`config.mk`:
```
export PLATFORM = sky130hd
export DESIGN_NAME = priority_beep_pattern_sequencer_flat
export DESIGN_NICKNAME = d
export VERILOG_FILES = /design/src/design/pbps_pkg.sv /design/src/design/pbps_req_if.sv /design/src/design/pbps_beep_if.sv /design/src/design/pbps_cfg.sv /design/src/design/pbps_core.sv /design/src/design/pbps_outq.sv /design/src/design/priority_beep_pattern_sequencer.sv /design/src/flat_wrapper.sv
export SDC_FILE = /design/constraint.sdc
export NUM_CORES = 1
export LEC_CHECK = 0
export ABC_CLOCK_PERIOD_IN_PS = 17600
export BUFFER_PORTS_ARGS = -buffer_cell sky130_fd_sc_hd__buf_2
export CAP_MARGIN = 10
export CORE_UTILIZATION = 60
export DETAILED_ROUTE_END_ITERATION = 16
export GPL_TIMING_DRIVEN = 0
export PLACE_DENSITY_LB_ADDON = 0.08
export SKIP_CTS_REPAIR_TIMING = 1
export SLEW_MARGIN = 20
export SYNTH_ARGS = -nofsm -noshare
export SYNTH_HDL_FRONTEND = slang
export SYNTH_HIERARCHICAL = 1
export SYNTH_SLANG_ARGS = --single-unit
```
`constraint.sdc`:
```
create_clock -name clk -period 17.6 [get_ports clk]
set_input_delay 1.76 -clock clk [delete_from_list [all_inputs] [get_ports clk]]
set_output_delay 1.76 -clock clk [all_outputs]
set_load 0.02 [all_outputs]
```
`src/design/pbps_pkg.sv`:
```
`default_nettype none
// ----------------------------------------------------------------------------
// pbps_pkg: shared types and constants of the beep pattern sequencer
// Beat payloads, configuration set, step length lookups.
// ----------------------------------------------------------------------------
package pbps_pkg;

  // request codes
  localparam logic [1:0] REQ_POLL  = 2'd0;
  localparam logic [1:0] REQ_ALERT = 2'd1;
  localparam logic [1:0] REQ_STOP  = 2'd2;

  // priority codes
  localparam logic [1:0] PRIO_LOW      = 2'd0;
  localparam logic [1:0] PRIO_MEDIUM   = 2'd1;
  localparam logic [1:0] PRIO_HIGH     = 2'd2;
  localparam logic [1:0] PRIO_CRITICAL = 2'd3;

  // command codes
  localparam logic CMD_START = 1'b0;
  localparam logic CMD_STOP  = 1'b1;

  // configuration register indexes
  localparam int unsigned CFG_IDX_BITS = 3;
  localparam logic [2:0] CFG_ALERTS_ENABLED    = 3'd0;
  localparam logic [2:0] CFG_SHORT_BEEP_TICKS  = 3'd1;
  localparam logic [2:0] CFG_LONG_BEEP_TICKS   = 3'd2;
  localparam logic [2:0] CFG_BEEP_GAP_TICKS    = 3'd3;
  localparam logic [2:0] CFG_LETTER_GAP_TICKS  = 3'd4;
  localparam logic [2:0] CFG_ONESHOT_LAST_STEP = 3'd5;
  localparam logic [2:0] CFG_PATTERN_STEPS     = 3'd6;

  localparam int unsigned CFG_DATA_BITS = 16;

  // gate decay and special steps
  localparam logic [15:0] DECAY_TICKS   = 16'd500;
  localparam logic [4:0]  LONG_STEP_A   = 5'd6;
  localparam logic [4:0]  LONG_STEP_B   = 5'd8;
  localparam logic [4:0]  LONG_STEP_C   = 5'd10;
  localparam logic [4:0]  LONG_STEP_D   = 5'd12;
  localparam logic [4:0]  LETTER_STEP_A = 5'd5;
  localparam logic [4:0]  LETTER_STEP_B = 5'd11;

  typedef struct packed {
    logic [1:0]  req_type;
    logic [31:0] now_ticks;
    logic [1:0]  alert_priority;
    logic [15:0] tone_hz;
    logic [23:0] rate_hz;
    logic [15:0] single_ticks;
  } req_t;

  typedef struct packed {
    logic        command;
    logic [15:0] beep_hz;
    logic [23:0] beep_rate;
    logic [15:0] beep_ticks;
    logic        looping;
    logic        last_of_run;
  } beep_t;

  typedef struct packed {
    logic        alerts_enabled;
    logic [15:0] short_beep_ticks;
    logic [15:0] long_beep_ticks;
    logic [15:0] beep_gap_ticks;
    logic [15:0] letter_gap_ticks;
    logic [4:0]  oneshot_last_step;
    logic [4:0]  pattern_steps;
  } cfg_t;

  // results of one item handed to the output queue
  typedef struct packed {
    logic [1:0] count;
    beep_t      b0;
    beep_t      b1;
  } push_t;

  function automatic logic [15:0] beep_length(input logic [4:0] step, input cfg_t cfg);
    if (step == LONG_STEP_A || step == LONG_STEP_B ||
        step == LONG_STEP_C || step == LONG_STEP_D) begin
      return cfg.long_beep_ticks;
    end
    return cfg.short_beep_ticks;
  endfunction

  function automatic logic [15:0] step_length(input logic [4:0] step, input cfg_t cfg);
    if (!step[0]) begin
      return beep_length(step, cfg);
    end
    if (step == LETTER_STEP_A || step == LETTER_STEP_B) begin
      return cfg.letter_gap_ticks;
    end
    return cfg.beep_gap_ticks;
  endfunction

endpackage
`default_nettype wire

```
`src/design/pbps_req_if.sv`:
```
`default_nettype none
// ----------------------------------------------------------------------------
// pbps_req_if: request channel
// Valid/ready channel carrying one timestamped event per beat.
// ----------------------------------------------------------------------------
interface pbps_req_if;
  logic            valid;
  logic            ready;
  pbps_pkg::req_t  data;

  modport source (output valid, output data, input ready);
  modport sink   (input valid, input data, output ready);
endinterface
`default_nettype wire

```
`src/design/pbps_beep_if.sv`:
```
`default_nettype none
// ----------------------------------------------------------------------------
// pbps_beep_if: beep command channel
// Valid/ready channel carrying one beep start or stop command per beat.
// ----------------------------------------------------------------------------
interface pbps_beep_if;
  logic             valid;
  logic             ready;
  pbps_pkg::beep_t  data;

  modport source (output valid, output data, input ready);
  modport sink   (input valid, input data, output ready);
endinterface
`default_nettype wire

```
`src/design/pbps_cfg.sv`:
```
`default_nettype none
// ----------------------------------------------------------------------------
// pbps_cfg: configuration register file
// Write-only registers addressed by index, reset to their defaults.
// ----------------------------------------------------------------------------
module pbps_cfg (
  input  wire logic                                clk,
  input  wire logic                                rst,
  input  wire logic                                cfg_we,
  input  wire logic [pbps_pkg::CFG_IDX_BITS-1:0]   cfg_index,
  input  wire logic [pbps_pkg::CFG_DATA_BITS-1:0]  cfg_data,
  output pbps_pkg::cfg_t                           cfg
);

  // hold register values, load on write
  always_ff @(posedge clk) begin
    if (rst) begin
      cfg.alerts_enabled    <= 1'b1;
      cfg.short_beep_ticks  <= 16'd100;
      cfg.long_beep_ticks   <= 16'd300;
      cfg.beep_gap_ticks    <= 16'd100;
      cfg.letter_gap_ticks  <= 16'd300;
      cfg.oneshot_last_step <= 5'd4;
      cfg.pattern_steps     <= 5'd15;
    end else if (cfg_we) begin
      case (cfg_index)
        pbps_pkg::CFG_ALERTS_ENABLED:    cfg.alerts_enabled    <= cfg_data[0];
        pbps_pkg::CFG_SHORT_BEEP_TICKS:  cfg.short_beep_ticks  <= cfg_data;
        pbps_pkg::CFG_LONG_BEEP_TICKS:   cfg.long_beep_ticks   <= cfg_data;
        pbps_pkg::CFG_BEEP_GAP_TICKS:    cfg.beep_gap_ticks    <= cfg_data;
        pbps_pkg::CFG_LETTER_GAP_TICKS:  cfg.letter_gap_ticks  <= cfg_data;
        pbps_pkg::CFG_ONESHOT_LAST_STEP: cfg.oneshot_last_step <= cfg_data[4:0];
        pbps_pkg::CFG_PATTERN_STEPS:     cfg.pattern_steps     <= cfg_data[4:0];
        default: begin
        end
      endcase
    end
  end

endmodule
`default_nettype wire

```
`src/design/pbps_core.sv`:
```
`default_nettype none
// ----------------------------------------------------------------------------
// pbps_core: event register and sequencer state
// Registers one event, then decides its beep commands and updates the
// pattern and priority gate state once the output queue has room.
// ----------------------------------------------------------------------------
module pbps_core #(
  parameter int unsigned TIME_BITS = 32
) (
  input  wire logic            clk,
  input  wire logic            rst,
  pbps_req_if.sink             req,
  input  wire pbps_pkg::cfg_t  cfg,
  input  wire logic            push_ok,
  output pbps_pkg::push_t      push
);

  // input register
  logic            s0_valid;
  pbps_pkg::req_t  s0;
  logic            fire;

  // sequencer state
  logic                 pattern_active;
  logic                 pattern_looping;
  logic [4:0]           step_index;
  logic [TIME_BITS-1:0] step_start_time;
  logic [1:0]           gate_priority;
  logic [TIME_BITS-1:0] last_alert_time;
  logic [15:0]          pattern_hz;
  logic [23:0]          pattern_rate;

  logic                 pattern_active_next;
  logic                 pattern_looping_next;
  logic [4:0]           step_index_next;
  logic [TIME_BITS-1:0] step_start_time_next;
  logic [1:0]           gate_priority_next;
  logic [TIME_BITS-1:0] last_alert_time_next;
  logic [15:0]          pattern_hz_next;
  logic [23:0]          pattern_rate_next;

  logic [63:0]          now_w;
  logic [TIME_BITS-1:0] now_t;
  logic [TIME_BITS-1:0] step_elapsed;
  logic [TIME_BITS-1:0] alert_elapsed;
  logic [4:0]           step_inc;
  logic [4:0]           step_wrap;
  logic [1:0]           gate_eff;
  logic [1:0]           n_res;
  pbps_pkg::beep_t      r0;
  pbps_pkg::beep_t      r1;
  logic                 loop_flag;

  assign req.ready = !s0_valid || push_ok;
  assign fire      = s0_valid && push_ok;

  // capture an event beat, drop it once processed
  always_ff @(posedge clk) begin
    if (rst) begin
      s0_valid <= 1'b0;
    end else if (req.valid && req.ready) begin
      s0_valid <= 1'b1;
    end else if (fire) begin
      s0_valid <= 1'b0;
    end
  end

  always_ff @(posedge clk) begin
    if (req.valid && req.ready) begin
      s0 <= req.data;
    end
  end

  // timestamps modulo 2^TIME_BITS
  assign now_w         = {32'b0, s0.now_ticks};
  assign now_t         = now_w[TIME_BITS-1:0];
  assign step_elapsed  = now_t - step_start_time;
  assign alert_elapsed = now_t - last_alert_time;
  assign step_inc      = step_index + 5'd1;
  assign step_wrap     = (step_inc >= cfg.pattern_steps) ? 5'd0 : step_inc;
  assign gate_eff      = (gate_priority != pbps_pkg::PRIO_LOW &&
                          alert_elapsed > TIME_BITS'(pbps_pkg::DECAY_TICKS)) ?
                         pbps_pkg::PRIO_LOW : gate_priority;

  // decide results and next state
  always_comb begin
    logic do_start;
    logic start_loop;
    do_start   = 1'b0;
    start_loop = 1'b0;

    pattern_active_next  = pattern_active;
    pattern_looping_next = pattern_looping;
    step_index_next      = step_index;
    step_start_time_next = step_start_time;
    gate_priority_next   = gate_priority;
    last_alert_time_next = last_alert_time;
    pattern_hz_next      = pattern_hz;
    pattern_rate_next    = pattern_rate;

    n_res = 2'd0;
    r0    = '0;
    r1    = '0;

    case (s0.req_type)
      pbps_pkg::REQ_POLL: begin
        if (pattern_active &&
            step_elapsed >= TIME_BITS'(pbps_pkg::step_length(step_index, cfg))) begin
          step_start_time_next = now_t;
          if (!pattern_looping && step_inc > cfg.oneshot_last_step) begin
            pattern_active_next = 1'b0;
            step_index_next     = step_inc;
          end else begin
            step_index_next = step_wrap;
            if (!step_wrap[0]) begin
              n_res         = 2'd1;
              r0.command    = pbps_pkg::CMD_START;
              r0.beep_hz    = pattern_hz;
              r0.beep_rate  = pattern_rate;
              r0.beep_ticks = pbps_pkg::beep_length(step_wrap, cfg);
            end
          end
        end
      end
      pbps_pkg::REQ_ALERT: begin
        if (cfg.alerts_enabled) begin
          if (pattern_active) begin
            if (s0.alert_priority == pbps_pkg::PRIO_CRITICAL) begin
              // preempt: stop the running pattern, then restart looping
              n_res              = 2'd1;
              r0.command         = pbps_pkg::CMD_STOP;
              gate_priority_next = pbps_pkg::PRIO_CRITICAL;
              do_start           = 1'b1;
              start_loop         = 1'b1;
            end
          end else begin
            gate_priority_next = gate_eff;
            case (s0.alert_priority)
              pbps_pkg::PRIO_LOW: begin
                if (gate_eff == pbps_pkg::PRIO_LOW) begin
                  last_alert_time_next = now_t;
                  n_res         = 2'd1;
                  r0.command    = pbps_pkg::CMD_START;
                  r0.beep_hz    = s0.tone_hz;
                  r0.beep_rate  = s0.rate_hz;
                  r0.beep_ticks = s0.single_ticks;
                end
              end
              pbps_pkg::PRIO_CRITICAL: begin
                gate_priority_next = pbps_pkg::PRIO_CRITICAL;
                do_start           = 1'b1;
                start_loop         = 1'b1;
              end
              pbps_pkg::PRIO_HIGH: begin
                if (gate_eff < pbps_pkg::PRIO_HIGH) begin
                  gate_priority_next = pbps_pkg::PRIO_HIGH;
                  do_start           = 1'b1;
                  start_loop         = 1'b1;
                end
              end
              default: begin
                if (gate_eff < pbps_pkg::PRIO_HIGH) begin
                  gate_priority_next = pbps_pkg::PRIO_MEDIUM;
                  do_start           = 1'b1;
                end
              end
            endcase
          end
        end
      end
      pbps_pkg::REQ_STOP: begin
        n_res               = 2'd1;
        r0.command          = pbps_pkg::CMD_STOP;
        pattern_active_next = 1'b0;
        step_index_next     = 5'd0;
        gate_priority_next  = pbps_pkg::PRIO_LOW;
      end
      default: begin
      end
    endcase

    // start a pattern: first beep goes after any preempt stop
    if (do_start) begin
      last_alert_time_next = now_t;
      pattern_active_next  = 1'b1;
      pattern_looping_next = start_loop;
      pattern_hz_next      = s0.tone_hz;
      pattern_rate_next    = s0.rate_hz;
      step_index_next      = 5'd0;
      step_start_time_next = now_t;
      if (n_res == 2'd1) begin
        n_res         = 2'd2;
        r1.command    = pbps_pkg::CMD_START;
        r1.beep_hz    = s0.tone_hz;
        r1.beep_rate  = s0.rate_hz;
        r1.beep_ticks = cfg.short_beep_ticks;
      end else begin
        n_res         = 2'd1;
        r0.command    = pbps_pkg::CMD_START;
        r0.beep_hz    = s0.tone_hz;
        r0.beep_rate  = s0.rate_hz;
        r0.beep_ticks = cfg.short_beep_ticks;
      end
    end

    // tag flags known only after the state update
    loop_flag      = pattern_active_next && pattern_looping_next;
    r0.looping     = loop_flag;
    r1.looping     = loop_flag;
    r0.last_of_run = (n_res == 2'd1);
    r1.last_of_run = 1'b1;
  end

  assign push.count = fire ? n_res : 2'd0;
  assign push.b0    = r0;
  assign push.b1    = r1;

  // advance state on a processed event
  always_ff @(posedge clk) begin
    if (rst) begin
      pattern_active  <= 1'b0;
      pattern_looping <= 1'b0;
      step_index      <= 5'd0;
      step_start_time <= '0;
      gate_priority   <= pbps_pkg::PRIO_LOW;
      last_alert_time <= '0;
      pattern_hz      <= 16'd0;
      pattern_rate    <= 24'd0;
    end else if (fire) begin
      pattern_active  <= pattern_active_next;
      pattern_looping <= pattern_looping_next;
      step_index      <= step_index_next;
      step_start_time <= step_start_time_next;
      gate_priority   <= gate_priority_next;
      last_alert_time <= last_alert_time_next;
      pattern_hz      <= pattern_hz_next;
      pattern_rate    <= pattern_rate_next;
    end
  end

endmodule
`default_nettype wire

```
`src/design/pbps_outq.sv`:
```
`default_nettype none
// ----------------------------------------------------------------------------
// pbps_outq: beep command queue
// Four-entry queue taking up to two commands per cycle and handing out one
// beat per cycle while beep.ready is high.
// ----------------------------------------------------------------------------
module pbps_outq (
  input  wire logic             clk,
  input  wire logic             rst,
  input  wire pbps_pkg::push_t  push,
  output logic                  push_ok,
  pbps_beep_if.source           beep
);

  localparam int unsigned DEPTH = 4;

  pbps_pkg::beep_t mem [DEPTH];
  logic [1:0]      wr_ptr;
  logic [1:0]      rd_ptr;
  logic [2:0]      count;
  logic [1:0]      wr_ptr_b;
  logic            pop;

  // room for a two-command item
  assign push_ok    = (count <= 3'(DEPTH - 2));
  assign beep.valid = (count != 3'd0);
  assign beep.data  = mem[rd_ptr];
  assign pop        = beep.valid && beep.ready;
  assign wr_ptr_b   = wr_ptr + 2'd1;

  // store pushed commands
  always_ff @(posedge clk) begin
    if (push.count != 2'd0) begin
      mem[wr_ptr] <= push.b0;
    end
    if (push.count == 2'd2) begin
      mem[wr_ptr_b] <= push.b1;
    end
  end

  // advance pointers and fill count
  always_ff @(posedge clk) begin
    if (rst) begin
      wr_ptr <= 2'd0;
      rd_ptr <= 2'd0;
      count  <= 3'd0;
    end else begin
      wr_ptr <= wr_ptr + push.count;
      if (pop) begin
        rd_ptr <= rd_ptr + 2'd1;
      end
      count <= count + {1'b0, push.count} - {2'b0, pop};
    end
  end

endmodule
`default_nettype wire

```
`src/design/priority_beep_pattern_sequencer.sv`:
```
`default_nettype none
// ----------------------------------------------------------------------------
// priority_beep_pattern_sequencer: priority-gated beep pattern sequencer
// Path: an accepted event beat is registered in the core, then its commands are
// written to the queue, which hands them out. Throughput: one event per cycle
// while the queue has room; a critical preempt pushes two commands, a stop
// then a start. Reset: synchronous, clears the pattern, gate, queue and
// configuration to defaults; events are accepted once reset is released.
// ----------------------------------------------------------------------------
module priority_beep_pattern_sequencer #(
  parameter int unsigned TIME_BITS = 32
) (
  input  wire logic                                clk,
  input  wire logic                                rst,
  pbps_req_if.sink                                 req,
  pbps_beep_if.source                              beep,
  input  wire logic                                cfg_we,
  input  wire logic [pbps_pkg::CFG_IDX_BITS-1:0]   cfg_index,
  input  wire logic [pbps_pkg::CFG_DATA_BITS-1:0]  cfg_data
);

  pbps_pkg::cfg_t  cfg;
  pbps_pkg::push_t push;
  logic            push_ok;

  pbps_cfg u_cfg (
    .clk       (clk),
    .rst       (rst),
    .cfg_we    (cfg_we),
    .cfg_index (cfg_index),
    .cfg_data  (cfg_data),
    .cfg       (cfg)
  );

  pbps_core #(
    .TIME_BITS (TIME_BITS)
  ) u_core (
    .clk     (clk),
    .rst     (rst),
    .req     (req),
    .cfg     (cfg),
    .push_ok (push_ok),
    .push    (push)
  );

  pbps_outq u_outq (
    .clk     (clk),
    .rst     (rst),
    .push    (push),
    .push_ok (push_ok),
    .beep    (beep)
  );

  // commands are only pushed when the queue has room for two
  a_push_room: assert property (@(posedge clk) disable iff (rst)
    push.count != 2'd0 |-> push_ok)
    else $error("push without queue room");

  // a two-command item is a preempt: stop, then start
  a_preempt_order: assert property (@(posedge clk) disable iff (rst)
    push.count == 2'd2 |-> push.b0.command == pbps_pkg::CMD_STOP &&
                           push.b1.command == pbps_pkg::CMD_START &&
                           !push.b0.last_of_run && push.b1.last_of_run)
    else $error("bad preempt command pair");

  // a single command closes its run
  a_single_last: assert property (@(posedge clk) disable iff (rst)
    push.count == 2'd1 |-> push.b0.last_of_run)
    else $error("single command not marked last");

  // a stop command carries no tone
  a_stop_clean: assert property (@(posedge clk) disable iff (rst)
    push.count != 2'd0 && push.b0.command == pbps_pkg::CMD_STOP |->
      push.b0.beep_hz == 16'd0 && push.b0.beep_ticks == 16'd0)
    else $error("stop command with tone fields");

endmodule
`default_nettype wire
```
`src/flat_wrapper.sv`:
```
// flat-port wrapper written by rule: the top's interface ports become plain ports
module priority_beep_pattern_sequencer_flat 
#(
  parameter int unsigned TIME_BITS = 32
)
  (clk, rst, cfg_we, cfg_index, cfg_data, req_valid, req_data, req_ready, beep_valid, beep_data, beep_ready);
  pbps_req_if req_i ();
  pbps_beep_if beep_i ();
  input  wire logic clk;
  input  wire logic rst;
  input  wire logic cfg_we;
  input  wire logic [pbps_pkg::CFG_IDX_BITS-1:0] cfg_index;
  input  wire logic [pbps_pkg::CFG_DATA_BITS-1:0] cfg_data;
  input wire logic [$bits(req_i.valid)-1:0] req_valid;
  input wire logic [$bits(req_i.data)-1:0] req_data;
  output wire logic [$bits(req_i.ready)-1:0] req_ready;
  output wire logic [$bits(beep_i.valid)-1:0] beep_valid;
  output wire logic [$bits(beep_i.data)-1:0] beep_data;
  input wire logic [$bits(beep_i.ready)-1:0] beep_ready;
  assign req_i.valid = req_valid;
  assign req_i.data = req_data;
  assign req_ready = req_i.ready;
  assign beep_valid = beep_i.valid;
  assign beep_data = beep_i.data;
  assign beep_i.ready = beep_ready;
  priority_beep_pattern_sequencer #(.TIME_BITS(TIME_BITS)) u_core (.clk(clk), .rst(rst), .req(req_i), .beep(beep_i), .cfg_we(cfg_we), .cfg_index(cfg_index), .cfg_data(cfg_data));
endmodule
```
# Word level (Yosys, flattened, before mapping)
# Memories as Yosys holds them, arrays and structs flattened. A register that Yosys moved wholly into a read port is not among the register bits.
# Cells that the tools add are included.
dict set report word_totals {
  ff_bits 288
  elab_cells 205
  ram_bits 236
  memories 1
  input_bits 116
  output_inout_bits 61
}
# memory words width rd rd_ports_with_merged_regs write_ports line_no
set mem_list {}
lappend mem_list {u_core.u_outq.mem 4 59 1 1 2 pbps_outq.sv:17} ;# pbps_pkg::beep_t mem [DEPTH];
dict set report classes {
  add_sub_neg 8
  n_eq_ne 27
  mux 93
  n_reduce_logical 45
  order_cmp 6
}
# cell n
set ops {}
lappend ops {{$mux 56} 8}
lappend ops {{$mux 32} 9}
lappend ops {{$mux 57} 3}
lappend ops {{$mux 16} 9}
lappend ops {{$pmux 56 s2} 1}
lappend ops {{$sub 32x32->32} 2}
lappend ops {{$mux 1} 38}
lappend ops {{$eq 5x4->1 const B} 7}
lappend ops {{$ge 32x16->1} 1}
lappend ops {{$gt 32x9->1 const B} 1}
lappend ops {{$mux 2} 13}
lappend ops {{$mux 5} 4}
lappend ops {{$reduce_bool 2->1} 10}
lappend ops {{$reduce_and 2->1} 8}
lappend ops {{$eq 5x3->1 const B} 3}
lappend ops {{$pmux 2 s3} 2}
lappend ops {{$pmux 5 s2} 1}
lappend ops {{$eq 3x3->1 const B} 3}
lappend ops {{$eq 2x2->1 const B} 4}
lappend ops {{$logic_or 1x1->1} 8}
lappend ops {{$logic_and 1x1->1} 7}
lappend ops {{$eq 2x1->1 const B} 3}
lappend ops {{$eq 3x2->1 const B} 2}
lappend ops {{$logic_not 2->1} 3}
lappend ops {{21 further kinds} 29}

# Logic depth before layout (Yosys ltp)
# Gate-level depths: netlist of the first run.
dict set report logic_depth {
  depth_word 24
  ltp_mapped 29
  mapped_depth_nobuf 27
}

# Modules after synthesis
# Netlist of the first run, hierarchy kept.
# mod seq_area_each_um2 cells_each area_per_inst_um2 n_inst
set by_module_without_submodules {}
lappend by_module_without_submodules {pbps_core 5044.8 1851 15170.8 1}
lappend by_module_without_submodules {pbps_outq 7267.0 622 11868.9 1}
lappend by_module_without_submodules {pbps_cfg 1501.4 278 3071.7 1}

# Worst setup path after synthesis of the first run
# No wires, ideal clock.
dict set report synth_timing {
  kind {register to register}
  start {register u_core.u_core.step_index[0]}
  end {memory u_core/u_outq/mem[0][0] (netlist bit), enable pin}
  period_less_slack_ns 10.137
  t_arrival_ns 9.579
  setup_ns 0.557
  path_stages_with_launch 26
  slack_ns 7.463
  t_required_ns 17.043
  cell_sequence {dfxtp_1 clkbuf_1 inv_1 ha_1 nor2b_1 o21ai_0 a21oi_1 clkbuf_1 mux2_2 o21ai_0 ha_1 a21o_1 a21o_1 a21oi_1 nor2_1 a2111oi_0 nand4bb_1 or4_4 o31ai_4 or2_4 a21oi_2 buf_2 ha_1 and3_1 o21bai_1 o21ai_0}
}
# item line_no
set synth_lines {}
lappend synth_lines {{start: declaration} pbps_core.sv:26} ;# logic [4:0] step_index;
lappend synth_lines {{start signal: assignment} pbps_core.sv:232} ;# step_index <= step_index_next;
lappend synth_lines {{end: declaration} pbps_outq.sv:17}

==> results of run 1 <==
==> metal layers <==
metal | up-vias | global-route usage
met3 | 171 | 0.0470
li1 | 10755 | -
met4 | 2 | 0.140
met2 | 866 | 0.538
met5 | - | 0
met1 | 11351 | 0.432
==> final timing paths <==
kind,slack [ps],startpoint,to,cells past startpoint
max,8760,u_core/u_core/step_index[0],u_core/u_outq/mem[0][34],28
min reg2reg,460,u_core/u_core/pattern_rate[15],u_core/u_core/pattern_rate[15],2
min,460,u_core/u_core/pattern_rate[15],u_core/u_core/pattern_rate[15],2
max reg2reg,8760,u_core/u_core/step_index[0],u_core/u_outq/mem[0][34],28
==> worst max-delay path: cells and delay by family, from the launching register on <==
family          cells  cell delay (ps)
compound gates     10             2730
buf+inv             7             2100
simple gates        7             1950
fa+ha+maj           3              940
mux                 1              430
flops               1              370
==> cells by family (layout without fill, tap and decap cells) <==
family / after synthesis / count (layout)
AOI/OAI and AO/OA: 627 / 627
xor gates and xnor gates: 38 / 38
adders and majority gates: 109 / 109
buffers and inverters: 345 / 636
DFF: 526 / 526
muxes: 412 / 412
other: 2 / 4
and+or+nand+nor: 692 / 692
==> power breakdown <==
group / switching [mW] / total (mW) / internal, mW
Clock: 0.503 / 1.22 / 0.722
Sequential: 0.0394 / 1.41 / 1.37
Combinational: 0.404 / 0.687 / 0.283
==> flip-flops by register name, summed over array words and instances, names as in the netlist, 3 cells and up, named ones only <==
signal,cells
u_core/u_core/pattern_rate,24
u_core/u_outq/mem,236
u_core/u_core/s0,60
u_core/u_core/now_t,32
u_core/u_cfg/cfg,75
u_core/u_outq/count,3
u_core/u_core/step_start_time,32
u_core/u_core/step_index,5
u_core/u_core/pattern_hz,16
u_core/u_core/last_alert_time,32
==> stage by stage <==
stage / utilization / power (mW) / hold WS [ps] / setup WS, ps / cell area, µm²
2_1_floorplan: - / 1.90 / 437 / 7460 / 30100
3_3_place_gp: 0.646 / 2.09 / 441 / 2180 / 31800
3_5_place_dp: 0.653 / 2.11 / 446 / 8890 / 32200
4_1_cts: 0.693 / 3.33 / 455 / 8830 / 34100
5_1_grt: 0.693 / 3.43 / 470 / 8390 / 34100
6_report: 0.693 / 3.32 / 457 / 8760 / 34100
==> cell type report <==
type / count / area (µm²)
antenna: 2 / 5.00
clock buffer: 79 / 1590
clock inverter: 27 / 334
sequential: 526 / 13800
tap: 664 / 831
multi-input combinational: 1880 / 14800
timing repair buffer: 185 / 1200
fill: 3699 / 15100
buffer: 196 / 1030
inverter: 149 / 559
==> cell usage in the layout (no fill, tap or decap), drive strengths merged, types with 11 or more instances in the layout <==
cell type  instances
ha               106
nand4             24
xnor2             18
o21ai            147
o21a              17
a21o              22
a31oi             11
and3              16
o221ai            18
nand2b            88
buf              294
clkinv            14
mux2             255
nor2b             23
nor3              28
mux4              59
xor2              18
and2              66
edfxtp           328
dfxtp            198
clkbuf           166
a32oi             56
nand2            194
nand3            102
a21oi            199
a211oi            12
inv              153
nor2              99
mux2i             98
o211ai            48
==> flow_metrics.tcl, run 1 <==
set metrics [dict create \
    fmax_mhz 113 \
    final_nets 3219 \
    cp_slowest_cell "a21oi_1" \
    root_buffer "clkbuf_16" \
    max_slew_margin 0.247 \
    grt_use_total 0.327 \
    critical_path_required_ps 17930 \
    cp-start-kind "flop" \
    clkSinkCount 526 \
    leakage_nw 12.8 \
    grt_pass1_vias 22734 \
    drtPass1Iterations 5 \
    yosys.area.top_type_share 0.327 \
    fin_crit_ps 8840 \
    m1WireLength_mm 35.5 \
    ctsHtreeMaxLevel 2 \
    grt_max_degree 45 \
    drt-total-wl_mm 84.2 \
    async_flop_share 0 \
    cp.arrival_ps 9160 \
    crit_path_frequent_cell "ha_1" \
    hold_path_class "reg2reg" \
    crit_type "reg2reg" \
    yosysMostFrequentCell "edfxtp_1" \
    gp_congestion 0.904 \
    clock_latency_ps 630 \
    clock_skew_ps 33.2 \
    synthDistinctLibCells 101 \
    synth_top_family_by_area "multiplexers" \
    syn-num-nets 2976 \
    synth-adder-area-share 0.0460 \
    cts_buffer_depth 3 \
    rsz0062_at_grt "no" \
    ys_seq_elements 526 \
    ys_warn_count 6 \
    numCtsBuffers 56 \
    drt_iter0_markers 1976 \
    synth_area_leaders "edfxtp_1 (33%), dfxtp_1 (13%), mux2_2 (8.8%)" \
    max_stage_delay_ps 590 \
    die_y_um 226 \
    yosysTopAreaCell "edfxtp_1" \
    slew_violations 0 \
    antenna_found_initial 2 \
    core_mm2 0.0493 \
    vias 23145 \
    wl_met2_mm 39.7 \
    tritoncts "done" \
    grt_pass1_wl_mm 128 \
    setup_tns_ps 0 \
    ant_nets 0 \
    end_kind "flop" \
    maxCapViolCount 0 \
    power_density_mw_per_mm2 97.2 \
    start_util 0.611 \
    worst_ir_drop_vdd_v 0.0000834 \
    place_hpwl_mm 61.0 \
    pin_count 177 \
    syn_inst 2751 \
    syn_area_mm2 0.0301 \
    die_w_um 226 \
    routed.top_layer "met5" \
    syn_area_per_cell_um2 10.9 \
    tightest_slew_ps 1120 \
    synth.yosys.seq_area_share 0.459 \
    port_buffers 171 \
    rows 81 \
    synth_compound_area_frac 0.138 \
    globalRouteOverflowTotal 0 \
    area_delta_synth_final_pct 13.3 \
    hold_viol 0 \
    ys.flop_type "edfxtp_1" \
    drive_above_1_share 0.240 \
    setup_viol 0 \
    post-route-period-util 0.502 \
    layout.cells.non_filler 3708 \
    die_area_mm2 0.0511 \
    clk_pin_slew_ps 60 \
    vias_per_cell 6.24 \
    dp_cells 3600 \
    synth_edf_count 328 \
    outcome "completed" \
    dr_wl_met3_mm 5.62 \
    synthMuxAreaShare 0.173 \
    synthXorXnorAreaFrac 0.0120 \
    route.detailed.drc 0 \
    wl_per_cell_um 22.7 \
    synth-simple-area-share 0.119 \
    netlist_top_cells_count "edfxtp_1 (328), mux2_2 (235), dfxtp_1 (198)" \
    worstPathMaxFanout 19 \
]
(Power assumes the default switching activity.)
==> run 2, diff against run 1 <==
ABC_CLOCK_PERIOD_IN_PS = 8900   (was 17600)
clock period = 8.9 ns   (was 17.6 ns; I/O delays follow)
==> flow_metrics.tcl, run 2 (synthesized netlist as in run 1, its figures left out) <==
set metrics [dict create \
    post_dp_cell_area_mm2 0.0322 \
    largest-register "u_core/u_outq/mem" \
    hold-path-cell-count 1 \
    hold-worst-slack_ps 442 \
    route.detailed.drc 0 \
    end_kind "flop" \
    clock_skew_ps 29.0 \
    wl_per_cell_um 22.7 \
    post-route-period-util 0.966 \
    grt.met2_usage 0.546 \
    crit_type "reg2reg" \
    die_y_um 226 \
    power_density_mw_per_mm2 191 \
    clk_pin_slew_ps 60 \
    drt-total-wl_mm 84.0 \
    drt_iter0_markers 1791 \
    globalRouteMet3Util 0.0422 \
    globalRouteOverflowTotal 0 \
    slew_violations 0 \
    drtPass1Iterations 7 \
    numCtsBuffers 55 \
    area_delta_synth_final_pct 13.2 \
    vias_per_cell 6.27 \
    port_buffers 171 \
    tightest_slew_ps 984 \
    grt_use_total 0.329 \
    start_util 0.611 \
    gp_congestion 0.904 \
    clkSinkCount 526 \
    final_nets 3219 \
    core_mm2 0.0493 \
    cp_slowest_cell "or4_4" \
    critical_path_required_ps 9210 \
    fmax_mhz 116 \
    root_buffer "clkbuf_16" \
    cts_buffer_depth 3 \
    clock_latency_ps 620 \
    die_area_mm2 0.0511 \
    final_util 0.692 \
    rsz0062_at_grt "no" \
    grt_max_degree 48 \
    setup_viol 0 \
    n_fill_cell 3677 \
    outcome "completed" \
    leakage_nw 12.8 \
    busiest_layer "met2" \
    worstPathMaxFanout 18 \
    hold_viol 0 \
    vias 23260 \
    max_slew_margin 0.341 \
    largest_reg_flops 236 \
    pin_count 177 \
    grt_pass1_wl_mm 129 \
    die_w_um 226 \
    ctsHtreeMaxLevel 2 \
    worst_ir_drop_vdd_v 0.000154 \
    rows 81 \
    cp.arrival_ps 8910 \
    biggestRegsByFlops "u_core/u_outq/mem: 236 flops, u_core/u_cfg/cfg: 75 flops, u_core/u_core/s0: 60 flops" \
    grt_pass1_vias 22972 \
    place_hpwl_mm 60.8 \
    max_stage_delay_ps 520 \
    maxCapViolCount 0 \
    final_cell_mix "edfxtp_1 (328), buf_2 (248), mux2_2 (235)" \
    final_area_mm2 0.0341 \
    rr_worst_depth 29 \
    fin_crit_ps 8600 \
    cp-start-kind "flop" \
    grt_use_met1 0.439 \
    drive_above_1_share 0.240 \
    layout_commonest_cell "edfxtp_1" \
    antenna_found_initial 5 \
    ant_nets 0 \
    tritoncts "done" \
    hold_path_class "in2reg" \
]
## run 2: final timing paths
| path | startpoint | to | slack, ps |
|---|---|---|---|
| setup / recovery | u_core/u_core/step_index[0] | u_core/u_outq/mem[2][29] | 300 |
| setup reg to reg | u_core/u_core/step_index[0] | u_core/u_outq/mem[2][29] | 300 |
| hold / removal | req_data[0] | u_core/u_core/s0[0] | 440 |
| hold reg to reg | u_core/u_core/pattern_hz[5] | u_core/u_core/pattern_hz[5] | 460 |
## run 2: area by class of cell
cell class | count | area [µm²] | share of cell area
diodes | 4 | 10.0 | 0.000294
clock inverters | 29 | 349 | 0.0102
plain buffers | 196 | 1030 | 0.0302
repair buffers | 186 | 1230 | 0.0361
well taps | 664 | 831 | 0.0244
inverters | 149 | 559 | 0.0164
clock buffers | 74 | 1510 | 0.0443
multi-input cells | 1880 | 14800 | 0.433
flip-flops and latches | 526 | 13800 | 0.405
## run 2: report_power, final
part	switching (mW)	internal, mW	total [mW]
sequential	0.0785	2.70	2.78
combinational	0.796	0.558	1.35
clock	0.979	1.39	2.37
## run 2: worst max-delay path, delay by kind of cell, from the launching register on
family / cells / cell delay (ps)
compound gates: 10 / 2600
flops: 1 / 480
simple gates: 7 / 1760
buf+inv: 8 / 2090
mux: 1 / 340
fa+ha+maj: 3 / 970
## run 2: metal layers
layer | up-vias | share of wire
li1 | 10764 | -
met1 | 11352 | 0.42
met2 | 936 | 0.48
met3 | 204 | 0.064
met4 | 4 | 0.036
met5 | - | 0.00036
## run 2: through the flow
step / setup WS (ps) / instances / TNS [ps] / total power [mW]
2_1_floorplan: 233 / 2751 / 0 / 3.76
3_3_place_gp: -3980 / 3586 / -857850 / 4.13
3_5_place_dp: 125 / 3601 / 0 / 4.16
4_1_cts: 82.9 / 3704 / 0 / 6.53
5_1_grt: 24.8 / 3706 / 0 / 6.75
6_report: 304 / 3708 / 0 / 6.51
